## src/tpa_pkg.sv

```systemverilog
`timescale 1ns / 1ps

package tpa_pkg;

    // ring of pulse timestamps
    localparam int NUM_STAMPS = 5;
    localparam int SLOT_W     = $clog2(NUM_STAMPS);
    localparam int IDX_W      = $clog2(NUM_STAMPS + 1);

    // field widths
    localparam int FUNC_W  = 2;
    localparam int TIME_W  = 32;
    localparam int FREQ_W  = 20;
    localparam int RPM_W   = 30;
    localparam int RPP_W   = 10;
    localparam int PCNT_W  = 16;
    localparam int CFG_IDX_W = 2;

    // delta sum and serial divider sizing
    localparam int SUM_W     = TIME_W + SLOT_W;
    localparam int ITER_W    = $clog2(SUM_W + 1);
    localparam int MUL_CNT_W = $clog2(RPP_W + 1);

    localparam logic [FREQ_W-1:0] FREQ_NUM   = FREQ_W'(1000000);
    localparam logic [PCNT_W-1:0] PCNT_MAX   = '1;
    localparam logic [RPP_W-1:0]  RPP_RST    = RPP_W'(60);
    localparam logic [TIME_W-1:0] STALE_RST  = TIME_W'(1000000);
    localparam logic [TIME_W-1:0] GLITCH_RST = TIME_W'(10000000);

    // func codes
    localparam logic [FUNC_W-1:0] FUNC_PULSE = 2'd0;
    localparam logic [FUNC_W-1:0] FUNC_READ  = 2'd1;
    localparam logic [FUNC_W-1:0] FUNC_TALLY = 2'd2;

    // result kinds
    localparam logic KIND_READ  = 1'b0;
    localparam logic KIND_TALLY = 1'b1;

    // configuration register indexes
    localparam logic [CFG_IDX_W-1:0] CFG_RPM_PER_PULSE = 2'd0;
    localparam logic [CFG_IDX_W-1:0] CFG_STALE_DEFAULT = 2'd1;
    localparam logic [CFG_IDX_W-1:0] CFG_GLITCH_LIMIT  = 2'd2;

    typedef enum logic [3:0] {
        ST_IDLE,
        ST_STALE,
        ST_WALK,
        ST_AVG_CHK,
        ST_DIV1,
        ST_DIV2,
        ST_HOLD,
        ST_MUL,
        ST_EMIT
    } t_state;

    typedef struct packed {
        logic              start;
        logic [ITER_W-1:0] iters;
        logic [SUM_W-1:0]  dividend;
        logic [FREQ_W-1:0] divisor;
    } t_div_cmd;

endpackage

```

## src/tpa_intf.sv

```systemverilog
`timescale 1ns / 1ps

interface tpa_in_if import tpa_pkg::*; ();
    logic              valid;
    logic              ready;
    logic [FUNC_W-1:0] func;
    logic [TIME_W-1:0] time_us;

    modport source (output valid, output func, output time_us, input ready);
    modport sink   (input valid, input func, input time_us, output ready);
endinterface

interface tpa_out_if import tpa_pkg::*; ();
    logic              valid;
    logic              ready;
    logic              kind;
    logic [FREQ_W-1:0] freq_hz;
    logic [RPM_W-1:0]  rpm;
    logic [PCNT_W-1:0] pulse_count;

    modport source (output valid, output kind, output freq_hz, output rpm,
                    output pulse_count, input ready);
    modport sink   (input valid, input kind, input freq_hz, input rpm,
                    input pulse_count, output ready);
endinterface

```

## src/tach_period_averager.sv

```systemverilog
`timescale 1ns / 1ps

// channel  | dir | payload                              | handshake
// i_in     | in  | func[1:0], time_us[31:0]             | valid/ready
// o_out    | out | kind, freq_hz[19:0], rpm[29:0],      | valid/ready
//          |     | pulse_count[15:0]                    |
// i_cfg_*  | in  | i_cfg_idx[1:0], i_cfg_data[31:0]     | i_cfg_we, no wait
//
// a pulse is taken in the idle state, a tally passes through the emit state; a read
// walks the stamp ring, divides and multiplies, after a stale check (which can end it)
// when no pulse came since the last read; the length of a read is
// set mostly by the serial divider that yields one quotient bit per cycle.
// synchronous active-low reset; the stamp ring has per-entry valid bits, no sweep.
// input is taken only while idle; a finished result waits in the output register
// while the next transaction is taken.
module tach_period_averager import tpa_pkg::*; (
    input  logic                 i_clk,
    input  logic                 i_rst_n,
    tpa_in_if.sink               i_in,
    tpa_out_if.source            o_out,
    input  logic                 i_cfg_we,
    input  logic [CFG_IDX_W-1:0] i_cfg_idx,
    input  logic [TIME_W-1:0]    i_cfg_data
);

    t_state            r_state;
    t_state            n_state;

    // configuration
    logic [RPP_W-1:0]  r_rpp;
    logic [TIME_W-1:0] r_stale_def;
    logic [TIME_W-1:0] r_glitch;

    // tachometer state
    logic [SLOT_W-1:0] r_wslot;
    logic [SLOT_W-1:0] r_lslot;
    logic [TIME_W-1:0] r_thresh;
    logic [FREQ_W-1:0] r_held;
    logic [PCNT_W-1:0] r_pcnt;

    // read working registers
    logic [TIME_W-1:0] r_now;
    logic [IDX_W-1:0]  r_idx;
    logic [TIME_W-1:0] r_prev;
    logic [SUM_W-1:0]  r_sum;
    logic [SLOT_W-1:0] r_n;
    logic [FREQ_W-1:0] r_fresh;
    logic [RPM_W-1:0]  r_prod;
    logic              r_pend_kind;
    logic [PCNT_W-1:0] r_pend_cnt;

    // output register
    logic              r_out_valid;
    logic              r_o_kind;
    logic [FREQ_W-1:0] r_o_freq;
    logic [RPM_W-1:0]  r_o_rpm;
    logic [PCNT_W-1:0] r_o_cnt;

    logic              w_in_acc;
    logic              w_out_free;
    logic              w_ring_we;
    logic              w_ring_re;
    logic [SLOT_W-1:0] w_ring_raddr;
    logic [TIME_W-1:0] w_rdata;
    logic [TIME_W-1:0] w_elapsed;
    logic [TIME_W-1:0] w_delta;
    logic              w_stale;
    logic              w_avg_zero;
    t_div_cmd          w_div_cmd;
    logic              w_div_done;
    logic [SUM_W-1:0]  w_quot;
    logic              w_mul_start;
    logic              w_mul_done;
    logic [RPM_W-1:0]  w_prod;
    logic [FREQ_W-1:0] w_held_new;

    assign w_in_acc   = i_in.valid & i_in.ready;
    assign w_out_free = !r_out_valid || o_out.ready;
    assign w_ring_we  = w_in_acc && (i_in.func == FUNC_PULSE);
    assign w_elapsed  = r_now - w_rdata;
    assign w_delta    = w_rdata - r_prev;
    assign w_stale    = (w_elapsed > r_thresh);
    assign w_avg_zero = (w_quot == '0) || (w_quot > SUM_W'(FREQ_NUM));

    // within one of the held value keeps the larger
    assign w_held_new = ({1'b0, r_held} == ({1'b0, r_fresh} + (FREQ_W+1)'(1)))
                        ? r_held : r_fresh;

    tpa_ring u_ring (
        .i_clk   (i_clk),
        .i_rst_n (i_rst_n),
        .i_we    (w_ring_we),
        .i_waddr (r_wslot),
        .i_wdata (i_in.time_us),
        .i_re    (w_ring_re),
        .i_raddr (w_ring_raddr),
        .o_rdata (w_rdata)
    );

    tpa_div u_div (
        .i_clk   (i_clk),
        .i_rst_n (i_rst_n),
        .i_cmd   (w_div_cmd),
        .o_done  (w_div_done),
        .o_quot  (w_quot)
    );

    tpa_mul u_mul (
        .i_clk    (i_clk),
        .i_rst_n  (i_rst_n),
        .i_start  (w_mul_start),
        .i_mcand  (w_held_new),
        .i_mplier (r_rpp),
        .o_done   (w_mul_done),
        .o_prod   (w_prod)
    );

    // next state
    always_comb begin
        n_state = r_state;
        case (r_state)
            ST_IDLE: begin
                if (w_in_acc) begin
                    case (i_in.func)
                        FUNC_READ:  n_state = (r_wslot == r_lslot) ? ST_STALE : ST_WALK;
                        FUNC_TALLY: n_state = ST_EMIT;
                        default:    n_state = ST_IDLE;
                    endcase
                end
            end
            ST_STALE:   n_state = w_stale ? ST_EMIT : ST_WALK;
            ST_WALK: begin
                if (r_idx == IDX_W'(NUM_STAMPS)) begin
                    n_state = ST_AVG_CHK;
                end
            end
            ST_AVG_CHK: n_state = (r_n == '0) ? ST_EMIT : ST_DIV1;
            ST_DIV1: begin
                if (w_div_done) begin
                    n_state = w_avg_zero ? ST_HOLD : ST_DIV2;
                end
            end
            ST_DIV2: begin
                if (w_div_done) begin
                    n_state = ST_HOLD;
                end
            end
            ST_HOLD:    n_state = ST_MUL;
            ST_MUL: begin
                if (w_mul_done) begin
                    n_state = ST_EMIT;
                end
            end
            ST_EMIT: begin
                if (w_out_free) begin
                    n_state = ST_IDLE;
                end
            end
            default:    n_state = ST_IDLE;
        endcase
    end

    // state outputs
    always_comb begin
        i_in.ready         = 1'b0;
        w_ring_re          = 1'b0;
        w_ring_raddr       = r_lslot;
        w_div_cmd.start    = 1'b0;
        w_div_cmd.iters    = ITER_W'(SUM_W);
        w_div_cmd.dividend = r_sum;
        w_div_cmd.divisor  = FREQ_W'(r_n);
        w_mul_start        = 1'b0;
        case (r_state)
            ST_IDLE: begin
                i_in.ready = 1'b1;
                w_ring_re  = i_in.valid && (i_in.func == FUNC_READ);
            end
            ST_WALK: begin
                w_ring_re    = (r_idx < IDX_W'(NUM_STAMPS));
                w_ring_raddr = r_idx[SLOT_W-1:0];
            end
            ST_AVG_CHK: begin
                w_div_cmd.start = (r_n != '0);
            end
            ST_DIV1: begin
                // reciprocal: numerator left-aligned, one bit per frequency bit
                w_div_cmd.start    = w_div_done && !w_avg_zero;
                w_div_cmd.iters    = ITER_W'(FREQ_W);
                w_div_cmd.dividend = SUM_W'(FREQ_NUM) << (SUM_W - FREQ_W);
                w_div_cmd.divisor  = w_quot[FREQ_W-1:0];
            end
            ST_HOLD: begin
                w_mul_start = 1'b1;
            end
            default: begin
            end
        endcase
    end

    // control state
    always_ff @(posedge i_clk) begin
        if (!i_rst_n) begin
            r_state     <= ST_IDLE;
            r_rpp       <= RPP_RST;
            r_stale_def <= STALE_RST;
            r_glitch    <= GLITCH_RST;
            r_wslot     <= '0;
            r_lslot     <= '0;
            r_thresh    <= STALE_RST;
            r_held      <= '0;
            r_pcnt      <= '0;
            r_out_valid <= 1'b0;
        end else begin
            r_state <= n_state;

            if (i_cfg_we) begin
                case (i_cfg_idx)
                    CFG_RPM_PER_PULSE: r_rpp       <= i_cfg_data[RPP_W-1:0];
                    CFG_STALE_DEFAULT: r_stale_def <= i_cfg_data;
                    CFG_GLITCH_LIMIT:  r_glitch    <= i_cfg_data;
                    default: begin
                    end
                endcase
            end

            if ((r_state == ST_EMIT) && w_out_free) begin
                r_out_valid <= 1'b1;
            end else if (o_out.ready) begin
                r_out_valid <= 1'b0;
            end

            case (r_state)
                ST_IDLE: begin
                    if (w_in_acc) begin
                        case (i_in.func)
                            FUNC_PULSE: begin
                                r_wslot <= (r_wslot == SLOT_W'(NUM_STAMPS - 1))
                                           ? '0 : r_wslot + SLOT_W'(1);
                                if (r_pcnt != PCNT_MAX) begin
                                    r_pcnt <= r_pcnt + PCNT_W'(1);
                                end
                            end
                            FUNC_READ: begin
                                r_lslot <= r_wslot;
                            end
                            FUNC_TALLY: begin
                                r_pcnt <= '0;
                            end
                            default: begin
                            end
                        endcase
                    end
                end
                ST_STALE: begin
                    if (w_stale) begin
                        r_thresh <= w_elapsed;
                        r_held   <= '0;
                    end else begin
                        r_thresh <= r_stale_def;
                    end
                end
                ST_AVG_CHK: begin
                    if (r_n == '0) begin
                        r_held <= '0;
                    end
                end
                ST_HOLD: begin
                    r_held <= w_held_new;
                end
                default: begin
                end
            endcase
        end
    end

    // read datapath and output payload
    always_ff @(posedge i_clk) begin
        case (r_state)
            ST_IDLE: begin
                r_now       <= i_in.time_us;
                r_idx       <= '0;
                r_sum       <= '0;
                r_n         <= '0;
                r_prod      <= '0;
                r_pend_kind <= (i_in.func == FUNC_TALLY) ? KIND_TALLY : KIND_READ;
                r_pend_cnt  <= r_pcnt;
            end
            ST_WALK: begin
                r_idx <= r_idx + IDX_W'(1);
                if (r_idx != '0) begin
                    r_prev <= w_rdata;
                end
                // first stamp only seeds the previous value
                if ((r_idx >= IDX_W'(2)) && (w_delta <= r_glitch)) begin
                    r_sum <= r_sum + SUM_W'(w_delta);
                    r_n   <= r_n + SLOT_W'(1);
                end
            end
            ST_DIV1: begin
                if (w_div_done && w_avg_zero) begin
                    r_fresh <= '0;
                end
            end
            ST_DIV2: begin
                if (w_div_done) begin
                    r_fresh <= w_quot[FREQ_W-1:0];
                end
            end
            ST_MUL: begin
                if (w_mul_done) begin
                    r_prod <= w_prod;
                end
            end
            ST_EMIT: begin
                if (w_out_free) begin
                    r_o_kind <= r_pend_kind;
                    if (r_pend_kind == KIND_TALLY) begin
                        r_o_freq <= '0;
                        r_o_rpm  <= '0;
                        r_o_cnt  <= r_pend_cnt;
                    end else begin
                        r_o_freq <= r_held;
                        r_o_rpm  <= r_prod;
                        r_o_cnt  <= '0;
                    end
                end
            end
            default: begin
            end
        endcase
    end

    assign o_out.valid       = r_out_valid;
    assign o_out.kind        = r_o_kind;
    assign o_out.freq_hz     = r_o_freq;
    assign o_out.rpm         = r_o_rpm;
    assign o_out.pulse_count = r_o_cnt;

endmodule

```

## src/tpa_ring.sv

```systemverilog
`timescale 1ns / 1ps

module tpa_ring import tpa_pkg::*; (
    input  logic              i_clk,
    input  logic              i_rst_n,
    input  logic              i_we,
    input  logic [SLOT_W-1:0] i_waddr,
    input  logic [TIME_W-1:0] i_wdata,
    input  logic              i_re,
    input  logic [SLOT_W-1:0] i_raddr,
    output logic [TIME_W-1:0] o_rdata
);

    logic [TIME_W-1:0]     r_mem [NUM_STAMPS];
    logic [NUM_STAMPS-1:0] r_vld;
    logic [TIME_W-1:0]     r_rdata;

    always_ff @(posedge i_clk) begin
        if (!i_rst_n) begin
            r_vld <= '0;
        end else if (i_we) begin
            r_vld[i_waddr] <= 1'b1;
        end
    end

    always_ff @(posedge i_clk) begin
        if (i_we) begin
            r_mem[i_waddr] <= i_wdata;
        end
        // an entry never written reads as zero
        if (i_re) begin
            r_rdata <= r_vld[i_raddr] ? r_mem[i_raddr] : '0;
        end
    end

    assign o_rdata = r_rdata;

endmodule

```

## src/tpa_div.sv

```systemverilog
`timescale 1ns / 1ps

module tpa_div import tpa_pkg::*; (
    input  logic             i_clk,
    input  logic             i_rst_n,
    input  t_div_cmd         i_cmd,
    output logic             o_done,
    output logic [SUM_W-1:0] o_quot
);

    logic              r_busy;
    logic              r_done;
    logic [ITER_W-1:0] r_cnt;
    logic [SUM_W-1:0]  r_dvd;
    logic [FREQ_W-1:0] r_dsr;
    logic [FREQ_W-1:0] r_rem;
    logic [SUM_W-1:0]  r_quot;

    logic [FREQ_W:0]   w_trial;
    logic              w_ge;
    logic [FREQ_W:0]   w_rem_n;

    // restoring division, one quotient bit per cycle
    assign w_trial = {r_rem, r_dvd[SUM_W-1]};
    assign w_ge    = (w_trial >= {1'b0, r_dsr});
    assign w_rem_n = w_ge ? (w_trial - {1'b0, r_dsr}) : w_trial;

    always_ff @(posedge i_clk) begin
        if (!i_rst_n) begin
            r_busy <= 1'b0;
            r_done <= 1'b0;
            r_cnt  <= '0;
        end else begin
            r_done <= 1'b0;
            if (i_cmd.start) begin
                r_busy <= 1'b1;
                r_cnt  <= i_cmd.iters;
            end else if (r_busy) begin
                r_cnt <= r_cnt - ITER_W'(1);
                if (r_cnt == ITER_W'(1)) begin
                    r_busy <= 1'b0;
                    r_done <= 1'b1;
                end
            end
        end
    end

    always_ff @(posedge i_clk) begin
        if (i_cmd.start) begin
            r_dvd  <= i_cmd.dividend;
            r_dsr  <= i_cmd.divisor;
            r_rem  <= '0;
            r_quot <= '0;
        end else if (r_busy) begin
            r_dvd  <= {r_dvd[SUM_W-2:0], 1'b0};
            r_rem  <= w_rem_n[FREQ_W-1:0];
            r_quot <= {r_quot[SUM_W-2:0], w_ge};
        end
    end

    assign o_done = r_done;
    assign o_quot = r_quot;

endmodule

```

## src/tpa_mul.sv

```systemverilog
`timescale 1ns / 1ps

module tpa_mul import tpa_pkg::*; (
    input  logic              i_clk,
    input  logic              i_rst_n,
    input  logic              i_start,
    input  logic [FREQ_W-1:0] i_mcand,
    input  logic [RPP_W-1:0]  i_mplier,
    output logic              o_done,
    output logic [RPM_W-1:0]  o_prod
);

    logic                 r_busy;
    logic                 r_done;
    logic [MUL_CNT_W-1:0] r_cnt;
    logic [RPM_W-1:0]     r_mcand;
    logic [RPP_W-1:0]     r_mplier;
    logic [RPM_W-1:0]     r_acc;

    always_ff @(posedge i_clk) begin
        if (!i_rst_n) begin
            r_busy <= 1'b0;
            r_done <= 1'b0;
            r_cnt  <= '0;
        end else begin
            r_done <= 1'b0;
            if (i_start) begin
                r_busy <= 1'b1;
                r_cnt  <= MUL_CNT_W'(RPP_W);
            end else if (r_busy) begin
                r_cnt <= r_cnt - MUL_CNT_W'(1);
                if (r_cnt == MUL_CNT_W'(1)) begin
                    r_busy <= 1'b0;
                    r_done <= 1'b1;
                end
            end
        end
    end

    // shift-add, one multiplier bit per cycle
    always_ff @(posedge i_clk) begin
        if (i_start) begin
            r_mcand  <= RPM_W'(i_mcand);
            r_mplier <= i_mplier;
            r_acc    <= '0;
        end else if (r_busy) begin
            if (r_mplier[0]) begin
                r_acc <= r_acc + r_mcand;
            end
            r_mcand  <= {r_mcand[RPM_W-2:0], 1'b0};
            r_mplier <= {1'b0, r_mplier[RPP_W-1:1]};
        end
    end

    assign o_done = r_done;
    assign o_prod = r_acc;

endmodule

```

## src/flat_wrapper.sv

```systemverilog
// flat-port wrapper written by rule: the top's interface ports become plain ports
module tach_period_averager_flat import tpa_pkg::*;
  (i_clk, i_rst_n, i_cfg_we, i_cfg_idx, i_cfg_data, i_in_valid, i_in_func, i_in_time_us, i_in_ready, o_out_valid, o_out_kind, o_out_freq_hz, o_out_rpm, o_out_pulse_count, o_out_ready);
  tpa_in_if i_in_i ();
  tpa_out_if o_out_i ();
  input  logic i_clk;
  input  logic i_rst_n;
  input  logic i_cfg_we;
  input  logic [CFG_IDX_W-1:0] i_cfg_idx;
  input  logic [TIME_W-1:0] i_cfg_data;
  input wire logic [$bits(i_in_i.valid)-1:0] i_in_valid;
  input wire logic [$bits(i_in_i.func)-1:0] i_in_func;
  input wire logic [$bits(i_in_i.time_us)-1:0] i_in_time_us;
  output wire logic [$bits(i_in_i.ready)-1:0] i_in_ready;
  output wire logic [$bits(o_out_i.valid)-1:0] o_out_valid;
  output wire logic [$bits(o_out_i.kind)-1:0] o_out_kind;
  output wire logic [$bits(o_out_i.freq_hz)-1:0] o_out_freq_hz;
  output wire logic [$bits(o_out_i.rpm)-1:0] o_out_rpm;
  output wire logic [$bits(o_out_i.pulse_count)-1:0] o_out_pulse_count;
  input wire logic [$bits(o_out_i.ready)-1:0] o_out_ready;
  assign i_in_i.valid = i_in_valid;
  assign i_in_i.func = i_in_func;
  assign i_in_i.time_us = i_in_time_us;
  assign i_in_ready = i_in_i.ready;
  assign o_out_valid = o_out_i.valid;
  assign o_out_kind = o_out_i.kind;
  assign o_out_freq_hz = o_out_i.freq_hz;
  assign o_out_rpm = o_out_i.rpm;
  assign o_out_pulse_count = o_out_i.pulse_count;
  assign o_out_i.ready = o_out_ready;
  tach_period_averager u_core (.i_clk(i_clk), .i_rst_n(i_rst_n), .i_in(i_in_i), .o_out(o_out_i), .i_cfg_we(i_cfg_we), .i_cfg_idx(i_cfg_idx), .i_cfg_data(i_cfg_data));
endmodule
```

## config.mk

```make
export PLATFORM = sky130hd
export DESIGN_NAME = tach_period_averager_flat
export DESIGN_NICKNAME = d
export VERILOG_FILES = /design/src/tpa_pkg.sv /design/src/tpa_intf.sv /design/src/tach_period_averager.sv /design/src/tpa_ring.sv /design/src/tpa_div.sv /design/src/tpa_mul.sv /design/src/flat_wrapper.sv
export SDC_FILE = /design/constraint.sdc
export NUM_CORES = 2
export LEC_CHECK = 0
export ABC_AREA = 1
export ABC_CLOCK_PERIOD_IN_PS = 7400
export BUFFER_PORTS_ARGS = -buffer_cell sky130_fd_sc_hd__buf_2
export CAP_MARGIN = 25
export CORE_UTILIZATION = 40
export DETAILED_ROUTE_END_ITERATION = 16
export PLACE_DENSITY_LB_ADDON = 0.15
export SETUP_SLACK_MARGIN = 0.3
export SLEW_MARGIN = 5
export SYNTH_ARGS = -nofsm -noshare
export SYNTH_HDL_FRONTEND = slang
export SYNTH_SLANG_ARGS = --single-unit
```

## constraint.sdc

```tcl
create_clock -name i_clk -period 7.4 [get_ports i_clk]
set_input_delay 0.37 -clock i_clk [delete_from_list [all_inputs] [get_ports i_clk]]
set_output_delay 0.37 -clock i_clk [all_outputs]
set_load 0.02 [all_outputs]
```

======== After elaboration in Yosys (flattened, before gate mapping) ========
Memory sizes are Yosys's and may differ from the RTL's. A register that Yosys moved wholly into a read port is not among the register bits.
Cells that the tools add are included.
operators by class
  reduce and logical (&&, ||, !) cells .... 44
  muxes and demuxes ....................... 64
  bitwise logic cells ..................... 5
  magnitude comparators ................... 9
  equality and inequality tests ........... 30
  $add $sub $neg .......................... 12
operators with widths
  operator                                               count
  two-way mux 20 bit                                     8
  two-way mux 35 bit                                     3
  case mux 35 bit (2 select lines)                       1
  subtractor 32 bit                                      2
  two-way mux 61 bit                                     1
  case mux 20 bit (3 select lines)                       1
  case mux 30 bit (2 select lines)                       1
  two-way mux 4 bit                                      10
  case mux 20 bit (2 select lines)                       1
  case mux 4 bit (9 select lines)                        1
  adder 35 x 32 -> 35 bit                                1
  > comparator 35 x 20 -> 1 bit (second input constant)  1
  logical NOT 35 bit                                     1
  > comparator 32 bit                                    1
  <= comparator 32 bit                                   1
  two-way mux 32 bit                                     1
  case mux 16 bit (2 select lines)                       1
  adder 30 bit                                           1
  two-way mux 30 bit                                     1
  adder 20 x 1 -> 21 bit (second input constant)         1
  == test 20 x 21 -> 1 bit                               1
  greater-or-equal comparator 21 x 20 -> 1 bit           1
  two-way mux 10 bit                                     2
  subtractor 20 bit                                      1
  47 further kinds                                       120
word-level totals
  bits of input ports ..................... 73
  output and inout bits ................... 69
  register bits after elaboration ......... 591
  bits in writable memories ............... 160
  memories kept ........................... 1
memories
  name                 words  bits a word  read ports  clocked after memory_dff  wr ports  line            RTL
  u_core.u_ring.r_mem  5      32           1           1                         1         tpa_ring.sv:14  logic [TIME_W-1:0] r_mem [NUM_STAMPS];

======== Depth between registers and ports, before layout ========
  depth after elaboration ................. 6
  mapped depth ............................ 32
  depth with buffers taken out ............ 31

======== By module ========
Synthesis repeated with hierarchy kept, for this count alone.
unflattened totals
  cells, all modules ...................... 5422
  area, all modules ....................... 43023.8 µm²
modules (own cells, without submodules)
  module                area each (µm²)  times used  cells an instance  seq. area each (µm²)
  tach_period_averager  23547.6          1           3068               10239.8
  tpa_ring              8254.2           1           779                5865.6
  tpa_div               5987.0           1           770                2912.8
  tpa_mul               5235.0           1           805                1821.7

======== Worst setup path before layout ========
OpenSTA, ideal clock, no wires.
  kind .................................... flip-flop to flip-flop
  start ................................... reg u_core.r_state[1]
  end ..................................... reg u_core.r_o_freq[0], in the netlist u_core.o_out.freq_hz[0] (enable)
  cell stages (with the launch flop) ...... 5
  data required time ...................... 6.743 ns
  setup time .............................. 0.657 ns
  path buffers ............................ 1
  data arrival time ....................... 6.928 ns
  slack ................................... -0.185 ns
  cells stage by stage .................... dfxtp_1 > buf_4 > nor2_2 > inv_2 > nor4_1
on the way
  longest elaborated chain between the ends .. 2
RTL lines
  element                        line                         RTL
  start, declared                tach_period_averager.sv:26   t_state r_state;
  start signal, assigned         tach_period_averager.sv:214  r_state <= n_state;
  == test 4 bit                  tach_period_averager.sv:278  case (r_state)
  AND reduction 2 bit (no line)  -
  end signal, assigned           tach_period_averager.sv:322  r_o_freq <= r_held;
  end, declared                  tach_period_averager.sv:55   logic [FREQ_W-1:0] r_o_freq;
No other way between the ends.
A chain may end at the register's enable or synchronous reset.

======== Worst setup path after layout ========
  start ................................... reg u_core.u_ring.r_rdata[14], in the netlist u_core.u_ring.o_rdata[14] (read register of u_core.u_ring.r_mem)
  end ..................................... reg u_core.r_sum[6] (enable)
on the way
  longest elaborated chain between the ends .. 5
RTL lines
  element                                   line                         RTL
  start, declared                           tpa_ring.sv:16               logic [TIME_W-1:0] r_rdata;
  subtractor 32 bit                         tach_period_averager.sv:81   assign w_delta = w_rdata - r_prev;
  <= comparator 32 bit                      tach_period_averager.sv:294  if ((r_idx >= IDX_W'(2)) && (w_delta <= r_glitch)) begin
  logical AND 1 bit                         tach_period_averager.sv:294
  inequality test 2 x 1 -> 1 bit (no line)  -
  AND reduction 2 bit (no line)             -
  end signal, assigned                      tach_period_averager.sv:295  r_sum <= r_sum + SUM_W'(w_delta);
  end, declared                             tach_period_averager.sv:45   logic [SUM_W-1:0] r_sum;
No other way between the ends.

==> results by stage <==
Run status:
- The run finished with clean final reports.

Routing:
- The routed design has ~120 mm of wire.
- For this block, the initial DRC count from the detailed router was between 2,000 and 2,500.
- For this run, the detailed router's first-pass iteration total came to 5.
- The remaining antenna violation count after routing is 0.
- The number of vias after detailed routing is about 33,000.
- Dividing the detail-routed via count by the number of cells gives 5.12.
- The average detailed-routed wire length per instance is 18.6 um.
- After detailed routing, the number of remaining DRC violations is 0.

Logic synthesis:
- The primary flip-flop cell chosen by synthesis mapping is edfxtp_1.
- The post-synthesis area per instance is a little under 9 um2.
- The number of nets in the synthesized netlist is about 5,000.
- The post-synthesis sequential element count is between 700 and 800.
- The number of distinct standard cells referenced by the synthesized netlist is 60.
- The proportion of register bits with asynchronous set or reset after synthesis is 0.
- The post-synthesis cell count is 4,747.
- Yosys printed 0 warnings.
- Summing every instance area after synthesis gives 41,000 um2.
- For this run, the register share of the synthesized area comes to 0.508.
- Counting flops with a built-in enable in the synthesized netlist gives just over 500.

Critical path:
- The arrival time at the worst endpoint is 5.26 ns.
- The sort of element at the end of the critical path is a flop.
- The worst register-to-register path has a setup slack of 2.44 ns.
- The critical path in this run is classified as flop to flop.
- Of all nets on the critical path, the largest fanout is 32.
- The worst register-to-register path has a depth of 18.
- The worst setup path is launched from a flop.
- The required time at the worst-slack endpoint is 7.70 ns.
- The endpoint of the worst-slack reg-to-reg timing path is u_core.r_sum[6].
- The worst register-to-register path begins at u_core.u_ring.o_rdata[14].

Timing:
- Dividing the final minimum period by the clock period gives 0.670.
- Based on the critical path, the design can be clocked at up to 202 MHz.
- The worst pin sits at a relative slew slack of 0.333.
- Clock skew on the completed layout was measured at 0.0250 ns.
- For the finished layout, the period the worst path requires is ~5 ns.
- The number of hold-slack violations in the final timing report was 0.
- For the final routed database, the setup TNS stands at 0 ns.
- Setup repair after global routing left no endpoint under its margin.
- The number of max-slew violations in the final report is 0.
- The actual slew at the worst max-slew pin is 0.999 ns.
- The total of endpoints with negative setup slack in the final report is 0.
- The minimum setup slack in the final design is 2.44 ns.

Place:
- Once placement finished, the instance area stood at 43,300 um2.
- The estimated wirelength of the detail-placed design is 87.9 mm.
- Timing analysis after detailed placement gives a worst setup slack of 2.46 ns.
- The count of buffers added on input and output ports is 141.
- At the end of routability-driven placement, the weighted congestion stood at 0.957.

Min path:
- The worst hold path passes through 3 cells.
- The min-delay analysis places its worst path in the category primary input to flop.
- The worst hold endpoint is u_core.r_stale_def[5].
- The worst hold path begins at i_cfg_data[5].

Clock network:
- Clock tree synthesis inserted a total of 90 buffers.
- The number of buffers inserted to repair setup after CTS is 0.
- The source-to-sink clock delay at the later pin of the worst-skew pair is 0.67 ns.
- TritonCTS built the clock tree.
- The maximum buffer depth of the clock tree is 3.
- Clock-pin slew was measured on the worst setup and hold paths at 0.06 ns.
- The root buffer selected by CTS is clkbuf_16.
- The number of H-tree levels is 3.
- After clock tree synthesis, the repair step resized 0 gates.
- CTS saw 783 sinks.

Floorplan:
- The row count is 117.
- The placeable core region is slightly above 100,000 um2.
- The initial cell density of the core is 0.403.
- The floorplan die height is 322 um.
- The die covers 104,000 um2.
- For this design the top-level I/O count stands at 142.
- Measured along the x axis, the die boundary spans 322 um.

Final layout:
- The most common library cell in the layout ignoring fill and taps is nand2_1.
- Compared with the post-synthesis result, the final layout area differs by 14.2%.
- The net count reported at finish is 5,231.
- Of the cells placed in the final design, the portion with a size suffix greater than 1 is 0.0829.
- The finished cells cover around 47,000 um2.
- In the layout the commonest cells are 969 x nand2_1, 669 x inv_1, 530 x nor2_1, 516 x edfxtp_1, 379 x a21oi_1.

Global routing:
- Global routing finished with a remaining overflow of 0.
- Entering global routing, the biggest net connects 68 pins.
- The initial antenna violation count was 12.
- The via count of the first global-routing pass was 31,354.
- The combined global-route utilization of all metal layers is 0.227.
- The first global-routing pass estimated 182 mm of wire.

Power:
- The standby leakage power is 20.2 nW.
- Across the VDD grid, the largest voltage drop is 228 uV.
- In this run the power density over the cells is 385 nW/um2.
- The post-route total power is 18.0 mW.

Run:
- Across the run, the number of max-cap violations was 0.
[synth_stat cells (5+ instances only)]
master    number  area [um2]
a21oi_1      379        1900
ha_1         221        2770
clkbuf_1      80         300
nand2_1      969        3640
buf_1          6        22.5
edfxtp_1     516       15500
o22ai_1       34         213
o211ai_1      20         150
nand2_2        6        37.5
nand4_1       66         413
nand3b_1       9        67.6
nor2_1       535        2010
o21bai_1      53         398
o21ai_1       22         110
a21o_1        26         195
mux2_2        32         360
nor3_1        49         245
a21boi_0       7        52.6
o21a_1        18         135
a211oi_1       5        37.5
nor2_2        10        62.6
a31oi_1        9        56.3
nand3_1      194         971
xnor2_1       35         307
buf_4          7        52.6
or2_2          5        31.3
inv_2         15        56.3
buf_2         42         210
inv_1        669        2510
nor4_1         8        50.1
xor2_1        76         666
o21ai_0      270        1350
o221ai_1       5        43.8
dfxtp_1      267        5350
o22a_1         6        52.6
fa_1           5         100
a22o_1        27         236
[power by group]
part           total, mW  switching (mW)  internal, mW
combinational       7.76            5.28          2.48
clock               4.53            1.84          2.70
sequential          5.75           0.316          5.43
total               18.0            7.43          10.6
[critical path: stages, from the launching register on]
cell and delay [ns]:
edfxtp_1 0.45, ha_1 0.43, nand2_1 0.10, nor2_1 0.10, inv_1 0.05, nor3_1 0.30
a21oi_1 0.18, or3b_2 0.51, nand3b_1 0.10, nand2_1 0.19, ha_1 0.39, nand4_1 0.13
nor4_1 0.33, and3_1 0.26, nand3_1 0.08, nand2_1 0.10, nand2_1 0.07, nand2_1 0.28
buf_4 0.50
[final cells by class]
type                       count  area [um2]
timing repair buffer         231        1570
fill                        9948       54900
antenna                        3        7.51
sequential                   783       20800
inverter                     688        2580
tap                         1368        1710
clock inverter                39         390
clock buffer                 126        2630
multi-input combinational   3138       17100
[metal layers]
layer / track usage / part of all wire / vias to the layer above
met5: 0 / 0.00077 / -
met4: 0.0576 / 0.022 / 14
met3: 0.0363 / 0.057 / 183
met2: 0.373 / 0.46 / 834
met1: 0.311 / 0.46 / 15370
li1: - / - / 16220
[metrics by stage]
stage               hold WS, ns  std cells   util
CTS                      0.0280       6372  0.460
finish                   0.0788       6376  0.460
global placement          0.438       6153  0.425
global route             0.0501       6373  0.460
detailed placement        0.445       6155  0.425
floorplan                 0.425       4747      -
[sequential cells by signal, indices dropped and copies added (netlist names), 32 cells and up]
signal                 flops
u_core.r_sum              35
u_core.r_thresh           32
u_core.u_div.o_quot       35
u_core.u_ring.o_rdata     32
u_core.r_glitch           32
u_core.u_ring.r_mem      160
u_core.r_now              32
u_core.u_div.r_dvd        35
u_core.r_prev             32
u_core.r_stale_def        32
[kinds of logic after synthesis]
family,count (synthesis),synth area share
simple gates,1873,0.188
compound gates,896,0.123
buf+inv,826,0.0780
flops,783,0.508
fa+ha+maj,226,0.0698
xor+xnor,111,0.0237
mux,32,0.00878
[repair_timing]
action	in CTS	in global routing
hold buffers	52	0
endpoints found under the hold margin	221	0
setup endpoints to repair	0	0
[how the worst max path moves through the flow]
stage	start	end	slack [ns]	cells past startpoint
3_3_place_gp	u_core.u_ring.o_rdata[8]	u_core.r_thresh[12]	2.53	24
4_1_cts	u_core.u_ring.o_rdata[12]	u_core.r_thresh[1]	2.45	24
5_1_grt	u_core.u_ring.o_rdata[11]	u_core.r_thresh[8]	2.00	24
3_5_place_dp	u_core.r_now[0]	u_core.r_thresh[1]	2.46	29
6_report	u_core.u_ring.o_rdata[14]	u_core.r_sum[6]	2.44	18
2_1_floorplan	u_core.r_state[3]	u_core.u_ring.r_mem[1][0]	2.54	9
No activity file was read; power rests on OpenSTA's default activity.
